**config.mk**
```make
export PLATFORM = sky130hd
export DESIGN_NAME = matrix_multiply_engine
export DESIGN_NICKNAME = d
export VERILOG_FILES = /design/src/rtl/mme_pkg.sv /design/src/rtl/mme_cmd_fifo.sv /design/src/rtl/mme_front.sv /design/src/rtl/mme_back.sv /design/src/rtl/matrix_multiply_engine.sv
export VERILOG_INCLUDE_DIRS = /design/src /design/src/rtl
export SDC_FILE = /design/constraint.sdc
export NUM_CORES = 2
export LEC_CHECK = 0
export BUFFER_PORTS_ARGS = -buffer_cell sky130_fd_sc_hd__buf_2
export CAP_MARGIN = 20
export CORE_MARGIN = 3
export CORE_UTILIZATION = 45
export CTS_BUF_LIST = sky130_fd_sc_hd__clkbuf_4 sky130_fd_sc_hd__clkbuf_8
export CTS_CLUSTER_SIZE = 28
export DETAILED_ROUTE_END_ITERATION = 8
export HOLD_SLACK_MARGIN = 0.1
export PLACE_DENSITY = 0.65
export SYNTH_ARGS = -nofsm -noshare
export SYNTH_HDL_FRONTEND = slang
export SYNTH_SLANG_ARGS = --single-unit
```
**constraint.sdc**
```tcl
create_clock -name clk -period 6.7 [get_ports clk]
set_clock_uncertainty 0.2 [all_clocks]
set_input_delay 1.005 -clock clk [delete_from_list [all_inputs] [get_ports clk]]
set_output_delay 1.005 -clock clk [all_outputs]
set_load 0.05 [all_outputs]
```
**src/rtl/assert_macros.svh**
```systemverilog
// ----------------------------------------------------------------------------
// assert_macros.svh
// Shared assertion shorthands for the matrix multiply engine.
// ----------------------------------------------------------------------------
`ifndef ASSERT_MACROS_SVH
`define ASSERT_MACROS_SVH

// Clocked check, muted while reset is asserted.
`define MME_ASSERT(lbl, clk, rst_n, prop, msg) \
  lbl: assert property (@(posedge clk) disable iff (!rst_n) prop) \
    else $error(msg);

// Clocked check that also holds during reset.
`define MME_ASSERT_ALWAYS(lbl, clk, prop, msg) \
  lbl: assert property (@(posedge clk) prop) \
    else $error(msg);

`endif

```
**src/rtl/mme_pkg.sv**
```systemverilog
// ----------------------------------------------------------------------------
// mme_pkg
// Shared types, widths and codes of the matrix multiply engine.
// ----------------------------------------------------------------------------
package mme_pkg;

  localparam int MAX_DIM    = 8;
  localparam int DIM_W      = $clog2(MAX_DIM);
  localparam int ADDR_W     = 2 * DIM_W;
  localparam int MEM_DEPTH  = MAX_DIM * MAX_DIM;
  localparam int ELEM_W     = 16;
  localparam int PROD_W     = 2 * ELEM_W;
  localparam int ACC_W      = 35;
  localparam int CFG_W      = 4;
  localparam int CFG_IDX_W  = 2;
  localparam int FUNC_W     = 2;

  localparam int FIFO_DEPTH = 4;
  localparam int FIFO_PTR_W = $clog2(FIFO_DEPTH);
  localparam int FIFO_CNT_W = FIFO_PTR_W + 1;

  // configuration register indexes
  localparam logic [CFG_IDX_W-1:0] CFG_ROWS_A     = 2'd0;
  localparam logic [CFG_IDX_W-1:0] CFG_INNER_SIZE = 2'd1;
  localparam logic [CFG_IDX_W-1:0] CFG_COLS_B     = 2'd2;

  localparam logic [CFG_W-1:0] CFG_DIM_RESET = CFG_W'(MAX_DIM);

  typedef enum logic [FUNC_W-1:0] {
    FUNC_LOAD_A  = 2'd0,
    FUNC_LOAD_B  = 2'd1,
    FUNC_COMPUTE = 2'd2
  } func_t;

  typedef struct packed {
    func_t                     op;
    logic [DIM_W-1:0]          row;
    logic [DIM_W-1:0]          col;
    logic signed [ELEM_W-1:0]  value;
  } cmd_t;

  // last valid index of each dimension, already clamped
  typedef struct packed {
    logic [DIM_W-1:0] rows_last;
    logic [DIM_W-1:0] inner_last;
    logic [DIM_W-1:0] cols_last;
  } dims_t;

  // zero counts as one, anything above MAX_DIM as MAX_DIM
  function automatic logic [DIM_W-1:0] dim_last(input logic [CFG_W-1:0] v);
    logic [DIM_W-1:0] r;
    if (v == '0) begin
      r = '0;
    end else if (v > CFG_W'(MAX_DIM)) begin
      r = DIM_W'(MAX_DIM - 1);
    end else begin
      r = DIM_W'(v - CFG_W'(1));
    end
    return r;
  endfunction

endpackage

```
**src/rtl/mme_cmd_fifo.sv**
```systemverilog
// ----------------------------------------------------------------------------
// mme_cmd_fifo
// Short command queue between the front end and the compute back end.
// ----------------------------------------------------------------------------
`include "assert_macros.svh"

module mme_cmd_fifo (
  input  logic          clk,
  input  logic          rst_n,
  input  logic          push,
  input  mme_pkg::cmd_t push_cmd,
  output logic          full,
  input  logic          pop,
  output mme_pkg::cmd_t pop_cmd,
  output logic          not_empty
);

  mme_pkg::cmd_t                       entries_r [mme_pkg::FIFO_DEPTH];
  logic [mme_pkg::FIFO_PTR_W-1:0]      wr_ptr_r, wr_ptr_nxt;
  logic [mme_pkg::FIFO_PTR_W-1:0]      rd_ptr_r, rd_ptr_nxt;
  logic [mme_pkg::FIFO_CNT_W-1:0]      count_r, count_nxt;

  assign full      = (count_r == mme_pkg::FIFO_CNT_W'(mme_pkg::FIFO_DEPTH));
  assign not_empty = (count_r != '0);
  assign pop_cmd   = entries_r[rd_ptr_r];

  always_comb begin
    wr_ptr_nxt = push ? wr_ptr_r + mme_pkg::FIFO_PTR_W'(1) : wr_ptr_r;
    rd_ptr_nxt = pop  ? rd_ptr_r + mme_pkg::FIFO_PTR_W'(1) : rd_ptr_r;
    unique case ({push, pop})
      2'b10:   count_nxt = count_r + mme_pkg::FIFO_CNT_W'(1);
      2'b01:   count_nxt = count_r - mme_pkg::FIFO_CNT_W'(1);
      default: count_nxt = count_r;
    endcase
  end

  always_ff @(posedge clk) begin
    if (!rst_n) begin
      wr_ptr_r <= '0;
      rd_ptr_r <= '0;
      count_r  <= '0;
    end else begin
      wr_ptr_r <= wr_ptr_nxt;
      rd_ptr_r <= rd_ptr_nxt;
      count_r  <= count_nxt;
    end
  end

  always_ff @(posedge clk) begin
    if (push) begin
      entries_r[wr_ptr_r] <= push_cmd;
    end
  end

  `MME_ASSERT(a_fifo_no_overflow, clk, rst_n, push |-> !full, "push into full queue")
  `MME_ASSERT(a_fifo_no_underflow, clk, rst_n, pop |-> not_empty, "pop from empty queue")
  `MME_ASSERT(a_fifo_count_bound, clk, rst_n,
    count_r <= mme_pkg::FIFO_CNT_W'(mme_pkg::FIFO_DEPTH), "queue count out of range")

endmodule

```
**src/rtl/mme_front.sv**
```systemverilog
// ----------------------------------------------------------------------------
// mme_front
// Takes input words, drops unused codes, queues commands; holds the sizes.
// ----------------------------------------------------------------------------
module mme_front (
  input  logic                                clk,
  input  logic                                rst_n,
  input  logic                                in_valid,
  output logic                                in_stall,
  input  logic [mme_pkg::FUNC_W-1:0]          in_func,
  input  logic [mme_pkg::DIM_W-1:0]           in_row_index,
  input  logic [mme_pkg::DIM_W-1:0]           in_col_index,
  input  logic signed [mme_pkg::ELEM_W-1:0]   in_element_value,
  input  logic                                cfg_valid,
  output logic                                cfg_ready,
  input  logic [mme_pkg::CFG_IDX_W-1:0]       cfg_index,
  input  logic [mme_pkg::CFG_W-1:0]           cfg_data,
  input  logic                                fifo_full,
  output logic                                push,
  output mme_pkg::cmd_t                       push_cmd,
  output mme_pkg::dims_t                      dims
);

  logic [mme_pkg::CFG_W-1:0] rows_a_r, rows_a_nxt;
  logic [mme_pkg::CFG_W-1:0] inner_size_r, inner_size_nxt;
  logic [mme_pkg::CFG_W-1:0] cols_b_r, cols_b_nxt;
  logic                      cfg_we;
  logic                      is_cmd;

  assign cfg_ready = 1'b1;
  assign cfg_we    = cfg_valid && cfg_ready;
  assign in_stall  = fifo_full;

  // func 3 carries no work: accept and drop
  assign is_cmd = (in_func == mme_pkg::FUNC_LOAD_A) || (in_func == mme_pkg::FUNC_LOAD_B) ||
                  (in_func == mme_pkg::FUNC_COMPUTE);
  assign push   = in_valid && !in_stall && is_cmd;

  always_comb begin
    push_cmd.op    = mme_pkg::func_t'(in_func);
    push_cmd.row   = in_row_index;
    push_cmd.col   = in_col_index;
    push_cmd.value = in_element_value;
  end

  always_comb begin
    rows_a_nxt     = rows_a_r;
    inner_size_nxt = inner_size_r;
    cols_b_nxt     = cols_b_r;
    if (cfg_we) begin
      unique case (cfg_index)
        mme_pkg::CFG_ROWS_A:     rows_a_nxt     = cfg_data;
        mme_pkg::CFG_INNER_SIZE: inner_size_nxt = cfg_data;
        mme_pkg::CFG_COLS_B:     cols_b_nxt     = cfg_data;
        default: ;
      endcase
    end
  end

  always_ff @(posedge clk) begin
    if (!rst_n) begin
      rows_a_r     <= mme_pkg::CFG_DIM_RESET;
      inner_size_r <= mme_pkg::CFG_DIM_RESET;
      cols_b_r     <= mme_pkg::CFG_DIM_RESET;
    end else begin
      rows_a_r     <= rows_a_nxt;
      inner_size_r <= inner_size_nxt;
      cols_b_r     <= cols_b_nxt;
    end
  end

  assign dims.rows_last  = mme_pkg::dim_last(rows_a_r);
  assign dims.inner_last = mme_pkg::dim_last(inner_size_r);
  assign dims.cols_last  = mme_pkg::dim_last(cols_b_r);

endmodule

```
**src/rtl/mme_back.sv**
```systemverilog
// ----------------------------------------------------------------------------
// mme_back
// Element stores and the multiply-accumulate sequencer that emits C.
// ----------------------------------------------------------------------------
`include "assert_macros.svh"

module mme_back (
  input  logic                               clk,
  input  logic                               rst_n,
  input  logic                               cmd_valid,
  input  mme_pkg::cmd_t                      cmd,
  output logic                               cmd_pop,
  input  mme_pkg::dims_t                     dims,
  output logic                               out_valid,
  input  logic                               out_stall,
  output logic signed [mme_pkg::ACC_W-1:0]   out_product_value,
  output logic [mme_pkg::DIM_W-1:0]          out_row,
  output logic [mme_pkg::DIM_W-1:0]          out_col,
  output logic                               out_last_result
);

  typedef enum logic [3:0] {
    ST_IDLE  = 4'b0001,
    ST_ISSUE = 4'b0010,
    ST_DRAIN = 4'b0100,
    ST_EMIT  = 4'b1000
  } state_t;

  state_t state_r, state_nxt;

  logic signed [mme_pkg::ELEM_W-1:0] mem_a [mme_pkg::MEM_DEPTH];
  logic signed [mme_pkg::ELEM_W-1:0] mem_b [mme_pkg::MEM_DEPTH];

  logic [mme_pkg::DIM_W-1:0] i_r, i_nxt;
  logic [mme_pkg::DIM_W-1:0] j_r, j_nxt;
  logic [mme_pkg::DIM_W-1:0] k_r, k_nxt;

  logic                              wr_a, wr_b, load_out, issue;
  logic [mme_pkg::ADDR_W-1:0]        wr_addr;

  logic signed [mme_pkg::ELEM_W-1:0] rd_a_r, rd_b_r;
  logic                              rd_v_r, rd_first_r, rd_last_r;
  logic signed [mme_pkg::PROD_W-1:0] prod_r;
  logic                              prod_v_r, prod_first_r, prod_last_r;
  logic signed [mme_pkg::ACC_W-1:0]  acc_r, acc_sum;

  logic                              out_valid_r, out_valid_nxt;
  logic signed [mme_pkg::ACC_W-1:0]  out_value_r;
  logic [mme_pkg::DIM_W-1:0]         out_row_r, out_col_r;
  logic                              out_last_r;

  assign wr_addr = {cmd.row, cmd.col};
  assign issue   = (state_r == ST_ISSUE);

  always_comb begin
    state_nxt     = state_r;
    i_nxt         = i_r;
    j_nxt         = j_r;
    k_nxt         = k_r;
    out_valid_nxt = out_valid_r;
    cmd_pop       = 1'b0;
    wr_a          = 1'b0;
    wr_b          = 1'b0;
    load_out      = 1'b0;
    unique case (state_r)
      ST_IDLE: begin
        if (cmd_valid) begin
          cmd_pop = 1'b1;
          unique case (cmd.op)
            mme_pkg::FUNC_LOAD_A: wr_a = 1'b1;
            mme_pkg::FUNC_LOAD_B: wr_b = 1'b1;
            mme_pkg::FUNC_COMPUTE: begin
              i_nxt     = '0;
              j_nxt     = '0;
              k_nxt     = '0;
              state_nxt = ST_ISSUE;
            end
            default: ;
          endcase
        end
      end
      ST_ISSUE: begin
        if (k_r == dims.inner_last) begin
          state_nxt = ST_DRAIN;
        end else begin
          k_nxt = k_r + mme_pkg::DIM_W'(1);
        end
      end
      ST_DRAIN: begin
        // wait for the last product of this dot product to land
        if (prod_v_r && prod_last_r) begin
          load_out      = 1'b1;
          out_valid_nxt = 1'b1;
          state_nxt     = ST_EMIT;
        end
      end
      ST_EMIT: begin
        if (!out_stall) begin
          out_valid_nxt = 1'b0;
          if (out_last_r) begin
            state_nxt = ST_IDLE;
          end else begin
            k_nxt     = '0;
            state_nxt = ST_ISSUE;
            if (j_r == dims.cols_last) begin
              j_nxt = '0;
              i_nxt = i_r + mme_pkg::DIM_W'(1);
            end else begin
              j_nxt = j_r + mme_pkg::DIM_W'(1);
            end
          end
        end
      end
      default: state_nxt = ST_IDLE;
    endcase
  end

  // restart the sum on the first product of each element
  always_comb begin
    if (prod_first_r) begin
      acc_sum = mme_pkg::ACC_W'(prod_r);
    end else begin
      acc_sum = acc_r + mme_pkg::ACC_W'(prod_r);
    end
  end

  always_ff @(posedge clk) begin
    if (!rst_n) begin
      state_r     <= ST_IDLE;
      rd_v_r      <= 1'b0;
      prod_v_r    <= 1'b0;
      out_valid_r <= 1'b0;
    end else begin
      state_r     <= state_nxt;
      rd_v_r      <= issue;
      prod_v_r    <= rd_v_r;
      out_valid_r <= out_valid_nxt;
    end
  end

  always_ff @(posedge clk) begin
    i_r          <= i_nxt;
    j_r          <= j_nxt;
    k_r          <= k_nxt;
    rd_first_r   <= (k_r == '0);
    rd_last_r    <= (k_r == dims.inner_last);
    prod_r       <= rd_a_r * rd_b_r;
    prod_first_r <= rd_first_r;
    prod_last_r  <= rd_last_r;
    if (prod_v_r) begin
      acc_r <= acc_sum;
    end
    if (load_out) begin
      out_value_r <= acc_sum;
      out_row_r   <= i_r;
      out_col_r   <= j_r;
      out_last_r  <= (i_r == dims.rows_last) && (j_r == dims.cols_last);
    end
  end

  // element stores: one write port, registered read
  always_ff @(posedge clk) begin
    if (wr_a) begin
      mem_a[wr_addr] <= cmd.value;
    end
    rd_a_r <= mem_a[{i_r, k_r}];
  end

  always_ff @(posedge clk) begin
    if (wr_b) begin
      mem_b[wr_addr] <= cmd.value;
    end
    rd_b_r <= mem_b[{k_r, j_r}];
  end

  assign out_valid         = out_valid_r;
  assign out_product_value = out_value_r;
  assign out_row           = out_row_r;
  assign out_col           = out_col_r;
  assign out_last_result   = out_last_r;

  `MME_ASSERT(a_back_emit_state, clk, rst_n, out_valid_r |-> (state_r == ST_EMIT), "result outside emit")
  `MME_ASSERT(a_back_pop_idle, clk, rst_n, cmd_pop |-> (state_r == ST_IDLE), "command taken while busy")
  `MME_ASSERT(a_back_drain_last, clk, rst_n, (prod_v_r && prod_last_r) |-> (state_r == ST_DRAIN),
    "final product outside drain")
  `MME_ASSERT(a_back_no_issue_gap, clk, rst_n, (issue && (k_r != dims.inner_last)) |=> issue,
    "issue stopped early")

endmodule

```
**src/rtl/matrix_multiply_engine.sv**
```systemverilog
// ----------------------------------------------------------------------------
// matrix_multiply_engine
// Dense C = A x B on signed Q8.8 elements with exact Q19.16 results.
// ----------------------------------------------------------------------------
// A front end takes one word per cycle into a four-entry command queue while
// that queue has room; a load word is written into its element store at the
// edge that takes it out of the queue. A compute word runs the back end for
// rows_a x cols_b result elements, emitted row-major with the final one
// flagged. Each element streams its inner_size products through one 16x16
// multiplier in a read / multiply / accumulate pipeline, and out_stall holds
// each result at the output until it is taken. The back end holds off
// further queued words until the last result is taken. Sizes of 0 act as 1,
// sizes above 8 as 8; write sizes only while the engine is idle, and load
// every element a product reads before issuing it.
// ----------------------------------------------------------------------------
module matrix_multiply_engine (
  input  logic                               clk,
  input  logic                               rst_n,
  input  logic                               in_valid,
  output logic                               in_stall,
  input  logic [mme_pkg::FUNC_W-1:0]         in_func,
  input  logic [mme_pkg::DIM_W-1:0]          in_row_index,
  input  logic [mme_pkg::DIM_W-1:0]          in_col_index,
  input  logic signed [mme_pkg::ELEM_W-1:0]  in_element_value,
  output logic                               out_valid,
  input  logic                               out_stall,
  output logic signed [mme_pkg::ACC_W-1:0]   out_product_value,
  output logic [mme_pkg::DIM_W-1:0]          out_row,
  output logic [mme_pkg::DIM_W-1:0]          out_col,
  output logic                               out_last_result,
  input  logic                               cfg_valid,
  output logic                               cfg_ready,
  input  logic [mme_pkg::CFG_IDX_W-1:0]      cfg_index,
  input  logic [mme_pkg::CFG_W-1:0]          cfg_data
);

  logic           push, fifo_full, pop, not_empty;
  mme_pkg::cmd_t  push_cmd, pop_cmd;
  mme_pkg::dims_t dims;

  mme_front u_front (
    .clk              (clk),
    .rst_n            (rst_n),
    .in_valid         (in_valid),
    .in_stall         (in_stall),
    .in_func          (in_func),
    .in_row_index     (in_row_index),
    .in_col_index     (in_col_index),
    .in_element_value (in_element_value),
    .cfg_valid        (cfg_valid),
    .cfg_ready        (cfg_ready),
    .cfg_index        (cfg_index),
    .cfg_data         (cfg_data),
    .fifo_full        (fifo_full),
    .push             (push),
    .push_cmd         (push_cmd),
    .dims             (dims)
  );

  mme_cmd_fifo u_fifo (
    .clk       (clk),
    .rst_n     (rst_n),
    .push      (push),
    .push_cmd  (push_cmd),
    .full      (fifo_full),
    .pop       (pop),
    .pop_cmd   (pop_cmd),
    .not_empty (not_empty)
  );

  mme_back u_back (
    .clk               (clk),
    .rst_n             (rst_n),
    .cmd_valid         (not_empty),
    .cmd               (pop_cmd),
    .cmd_pop           (pop),
    .dims              (dims),
    .out_valid         (out_valid),
    .out_stall         (out_stall),
    .out_product_value (out_product_value),
    .out_row           (out_row),
    .out_col           (out_col),
    .out_last_result   (out_last_result)
  );

endmodule
```
## Yosys cells after proc, flatten, opt, wreduce, memory -nomap -nowiden

Memory sizes are Yosys's and may differ from the RTL's. A register that Yosys moved wholly into a read port is not among the register bits.
Cells that the tools add are included.

- Add/subtract/negate cells: 11
- Multiply operators: 1
- Magnitude comparators: 3
- Equal/unequal tests: 24
- Mux-type cells: 50
- Reduce and logical (&&, ||, !) cells: 27

Operators by type and width:

| cell | count |
|---|---|
| $mux W3 | 17 |
| $add A35 B32 Y35 | 1 |
| $mux W35 | 1 |
| $mul A16 B16 Y32 | 1 |
| $mux W4 | 5 |
| $mux W1 | 18 |
| $pmux W3 S2 | 3 |
| $pmux W4 S4 | 1 |
| $add A3 B1 Y3 const B | 4 |
| $gt A4 B4 Y1 const B | 3 |
| $logic_not A4 Y1 | 3 |
| $ne A2 B2 Y1 const B | 6 |
| $reduce_and A6 Y1 | 2 |
| $sub A3 B1 Y3 const B | 4 |
| $reduce_and A5 Y1 | 2 |
| $eq A3 B3 Y1 | 3 |
| $pmux W3 S3 | 1 |
| $eq A2 B1 Y1 const B | 4 |
| $eq A2 B2 Y1 const B | 4 |
| $logic_not A2 Y1 | 3 |
| $mux W2 | 3 |
| $reduce_and A2 Y1 | 3 |
| $reduce_bool A2 Y1 | 3 |
| $reduce_bool A3 Y1 | 2 |
| 13 further kinds | 19 |

- Bits in registers: 148
- Memory bits (writable): 2144
- Input bits: 35
- Output and inout bits: 45
- Logic and storage cells: 142
- Memories kept: 3

Memory list:

| memory | depth | width | rd ports | clocked after Yosys merged registers in | wr ports | line | source |
|---|---|---|---|---|---|---|---|
| u_back.mem_a | 64 | 16 | 1 | 1 | 1 | mme_back.sv:31 | `logic signed [mme_pkg::ELEM_W-1:0] mem_a [mme_pkg::MEM_DEPTH];` |
| u_back.mem_b | 64 | 16 | 1 | 1 | 1 | mme_back.sv:32 | `logic signed [mme_pkg::ELEM_W-1:0] mem_b [mme_pkg::MEM_DEPTH];` |
| u_fifo.entries_r | 4 | 24 | 1 | 1 | 1 | mme_cmd_fifo.sv:18 | `mme_pkg::cmd_t entries_r [mme_pkg::FIFO_DEPTH];` |

## Depth between registers and ports, before layout

- Word-level depth: 8
- Gate-level depth with buffers: 23
- Gate-level depth less buffers: 22

## Modules after synthesis

Synthesis repeated with hierarchy kept, for this count alone.

- Cells, all modules: 4948
- Area, all modules: 99170.1 um^2

Modules (own cells, without submodules):

| module | instances | cells each | area each (um^2) | sequential area each (um^2) |
|---|---|---|---|---|
| mme_back | 1 | 4674 | 94351.7 | 65582.9 |
| mme_cmd_fifo | 1 | 172 | 3955.0 | 3062.9 |
| mme_front | 1 | 102 | 863.3 | 240.2 |

## Least setup slack after synthesis

Ideal clock, no wire load.

- Path type: register to register
- From: reg u_back.rd_a_r[15] (netlist name), read port of u_back.mem_a
- To: reg u_back.prod_r[31] (netlist name)
- Library setup time: 0.118 ns
- Data arrival time: 5.666 ns
- Data required time: 6.382 ns
- Slack: 0.715 ns
- Cell stages (with the launch flop): 22
- Path buffers: 1
- Period minus slack after synthesis: 5.985 ns
- Cells stage by stage: dfxtp_1 clkbuf_1 nand2_1 inv_1 fa_1 fa_1 fa_1 fa_1 fa_1 inv_1 fa_1 inv_1 ha_1 nand3_1 nor2_1 nand2_1 o22ai_1 nor2_1 o21ai_1 a21oi_1 a311o_1 xnor2_1

- Word-level cells in the longest chain between the ends: 1

Ends and longest elaborated chain:

| item | line | source |
|---|---|---|
| from (decl) | mme_back.sv:41 | `logic signed [mme_pkg::ELEM_W-1:0] rd_a_r, rd_b_r;` |
| $mul A16 B16 Y32 | mme_back.sv:147 | `prod_r <= rd_a_r * rd_b_r;` |
| to (signal assigned) | mme_back.sv:147 |  |
| to (decl) | mme_back.sv:43 | `logic signed [mme_pkg::PROD_W-1:0] prod_r;` |

No other way between the ends.
A chain may end at the register's enable or synchronous reset.

## Worst setup path after layout

- From: reg u_back.rd_a_r[7] (netlist name), read port of u_back.mem_a
- To: reg u_back.prod_r[30] (netlist name)

The elaborated chain is that of the path after synthesis.

==> results.md <==
- The H-tree depth is 5.
- The average via count per standard cell is 5.71.
- Yosys mapped a number of flops with a built-in enable equal to 2230.
- The core region is 218000 um2.
- The endpoint of the worst register-to-register path is u_back.prod_r[30].
- Setup slack on the worst reg-to-reg path comes out at 310 ps.
- 80 I/O pins were placed.
- The number of clock buffers inserted by TritonCTS is 385.
- Dividing the synthesized area by the synthesized cell count gives 20.1 um2.
- The total of warnings raised by yosys is 0.
- The number of max-capacitance violations reported is 0.
- The shortest period the worst path allows is 6390 ps.
- The worst hold path belongs to the class reg -> reg.
- The overall global routing resource usage is 0.205.
- The post-route cell area is 111000 um2.
- Routability-driven placement finished with a final weighted congestion of 0.801.
- The depth of the worst hold-timing path is 0.
- The total overflow left after global routing is 0.
- After technology mapping, the gate count stands at 4935.
- The count of buffers added on input and output ports is 78.
- The library cell used most frequently in the layout, excluding fill and tap cells, is edfxtp_1.
- The number of violations reported at the end of detailed-routing iteration 0 is 5223.
- The largest fanout of any net on the critical path is 14.
- The clock tree root buffer cell is clkbuf_8.
- The standard-cell row count is 171.
- Among all flip-flop cells after synthesis, the most frequent one is edfxtp_1.
- The synthesized design contains 2326 register bits.
- The part of the Yosys area used for sequential elements is 0.695.
- The y dimension of the die is 475 um.
- At the pin with the least slew margin, the transition time is 1160 ps.
- The number of filler instances in the final layout is 17100.
- The first-pass GRT wire length is 340000 um.
- The post-synth net total is 5362.
- The critical path data required time is 7440 ps.
- After clock tree synthesis, the clock-pin slew on the worst setup and hold paths is 70 ps.
- The critical path in this run is classified as reg -> reg.
- Setup repair after global routing left no endpoint under its margin.
- Entering global routing, the biggest net connects 126 pins.
- The flow ran to the end, and the final reports show no timing, DRC or antenna violations.
- The via count of the first global-routing pass is 50300.
- The total vias in the final route is 48800.
- The residual DRC count is 0.
- For this run, the share of the core covered by cells in the final layout is 0.511.
- The share of final-layout standard cells stronger than drive strength 1 is 0.282.
- The post-synthesis cell area is 99100 um2.
- The total negative slack for setup checks is 0 ps.
- Setup violations remaining at the end of the flow were counted as 0.
- The endpoint of the worst hold-timing path is u_back.prod_last_r.
- Counting distinct cell types in the post-synthesis netlist gives 72.
- The clock passes through at most 4 buffers.
- The clock insertion delay at the later pin of the skew report is 1090 ps.
- Relative to the synthesized area, the layout overhead comes to 12.5%.
- The number of antenna violations at the first check in global routing is 25.
- The worst slew margin relative to its limit is 0.224.
- TritonCTS built the clock tree.
- The total wire length after detailed routing is 229000 um.
- The wire-length estimate of the detail-placed layout is 138000 um.
- The detail route stage leaves a number of antenna-violating nets equal to 0.
- The origin of the critical flop-to-flop path is u_back.rd_a_r[7].
- The library cells used most frequently in the layout, excluding fill and tap cells, are edfxtp_1, mux4_2, clkbuf_8, inv_1, fa_1.
- The final count of pins violating max slew is 0.
- The number of search-and-repair iterations in the first detailed-routing pass is 8.
- In the final routed layout, each cell accounts on average for 26.8 um.
- Data on the critical path arrives at its endpoint at 7130 ps.
- In the synthesized netlist the async set-or-reset flop fraction comes to 0.
- Counting cells, the worst reg-to-reg path comes to 20.
- The achievable frequency is 156 MHz.
- The initial utilization of the core area, before any placement, comes to 0.455.
- CTS saw 2326 sinks.
- After detailed placement, the total cell area comes to 104000 um2.
- The die footprint is 226000 um2.
- Buffers added to address setup during post-CTS repair amount to 0.
- The category of the worst setup path launch point is a flip-flop.
- The count of nets after finishing is 5843.
- In the finished design, the share of the clock period the worst path needs comes to 0.954.
- The worst hold path begins at u_back.rd_last_r.
- The final-report hold violation count is 0.
- The kind of end point of the critical path is a flip-flop.
- The width of the chip is 475 um.
[worst max path at each step]
| stage | start | end | slack (ps) | cells after the start |
|---|---|---|---|---|
| 6_report | u_back.rd_a_r[7] | u_back.prod_r[30] | 310 | 20 |
| 5_1_grt | u_back.rd_b_r[1] | u_back.prod_r[30] | 8 | 21 |
| 4_1_cts | u_back.rd_a_r[5] | u_back.prod_r[30] | 140 | 20 |
| 3_5_place_dp | u_back.rd_a_r[5] | u_back.prod_r[30] | 120 | 20 |
| 3_3_place_gp | u_back.rd_a_r[6] | u_back.prod_r[30] | 250 | 20 |
| 2_1_floorplan | u_back.rd_a_r[15] | u_back.prod_r[31] | 720 | 21 |
[per-stage QoR]
step	cells	setup slack [ps]	hold WS, ps
2_1_floorplan	4935	715	110
3_3_place_gp	7843	246	111
3_5_place_dp	7843	119	114
4_1_cts	8543	136	116
5_1_grt	8550	7.92	136
6_report	8560	309	129
[synthesized netlist by cell type (all sizes together) (7+ instances only)]
| cell type | n | share of area |
|---|---|---|
| mux4 | 696 | 0.16 |
| o211ai | 8 | 0.00061 |
| o21bai | 8 | 0.00061 |
| clkbuf | 136 | 0.0052 |
| nor2b | 22 | 0.0014 |
| dfxtp | 96 | 0.019 |
| nor3 | 13 | 0.00066 |
| o21a | 10 | 0.00076 |
| fa | 264 | 0.053 |
| nand2 | 200 | 0.0076 |
| inv | 323 | 0.012 |
| xnor2 | 49 | 0.0043 |
| nand3 | 10 | 0.00051 |
| ha | 128 | 0.016 |
| mux2i | 10 | 0.0010 |
| nor4b | 7 | 0.00062 |
| nor2 | 199 | 0.0076 |
| and2 | 147 | 0.0093 |
| edfxtp | 2230 | 0.68 |
| a21o | 28 | 0.0021 |
| a21oi | 57 | 0.0029 |
| and3 | 9 | 0.00057 |
| xor2 | 26 | 0.0023 |
| nand2b | 16 | 0.0010 |
| buf | 83 | 0.0048 |
| a211oi | 8 | 0.00066 |
| o21ai | 73 | 0.0037 |
[timing repair]
item | in CTS | in global routing
setup endpoints to repair | 0 | 2
hold buffers | 36 | 0
resized for setup | 0 | 18
hold endpoints to repair | 109 | 0
[critical path, cell delays in order (launching register included)]
cell	delay [ps]
dfxtp_2	520
and2_1	220
fa_1	420
fa_1	550
ha_1	160
inv_1	50
fa_1	470
inv_1	50
fa_1	530
inv_1	50
fa_1	480
inv_1	40
ha_1	330
a211o_1	300
o311a_1	320
o41ai_2	420
o21ai_1	290
a311oi_2	450
o21ai_1	120
a21oi_1	210
xnor2_1	140
[routing by layer]
metal,up-vias,share of wire,global-route usage,routed length (um)
li1,20500,-,-,-
met1,25900,0.43,0.303,98200
met2,2113,0.47,0.311,107000
met3,343,0.085,0.0464,19400
met4,8,0.022,0.0553,5030
met5,-,0.00023,0,52
[cells by family (layout without fill, tap and decap cells)]
kind of cell / after synthesis / after routing / synth area share
XOR/XNOR: 75 / 75 / 0.00663
multiplexers: 707 / 707 / 0.159
buffers and inverters: 542 / 1300 / 0.0222
other: 1 / 14 / 0.0000378
flip-flops: 2326 / 2326 / 0.695
AND/OR/NAND/NOR: 653 / 653 / 0.0315
adder cells (fa/ha/maj): 396 / 396 / 0.0699
AO/OA/AOI/OAI: 235 / 235 / 0.0154
[sequential cells by signal, summed over array words and instances, names as in the netlist, 4 cells and up, named ones only]
signal / cells
u_front.inner_size_r: 4
u_front.cols_b_r: 4
u_back.prod_r: 32
u_back.state_r: 4
u_back.mem_b: 1024
u_back.out_product_value: 35
u_back.rd_b_r: 16
u_front.rows_a_r: 4
u_back.mem_a: 1024
u_fifo.entries_r: 96
u_back.rd_a_r: 16
u_back.acc_r: 35
[cell type report]
cell class,count,area (um2),share of cell area
flip-flops and latches,2326,68900,0.618
multi-input cells,2067,28100,0.252
clock buffers,530,6490,0.0582
well taps,2854,3570,0.0320
repair buffers,313,2420,0.0217
inverters,323,1210,0.0109
clock inverters,134,744,0.00668
diodes,13,32.5,0.000292
Power is left out: the tool's default activity adds up to more than one toggle a clock period on the data nets, which glitch-free logic cannot reach.
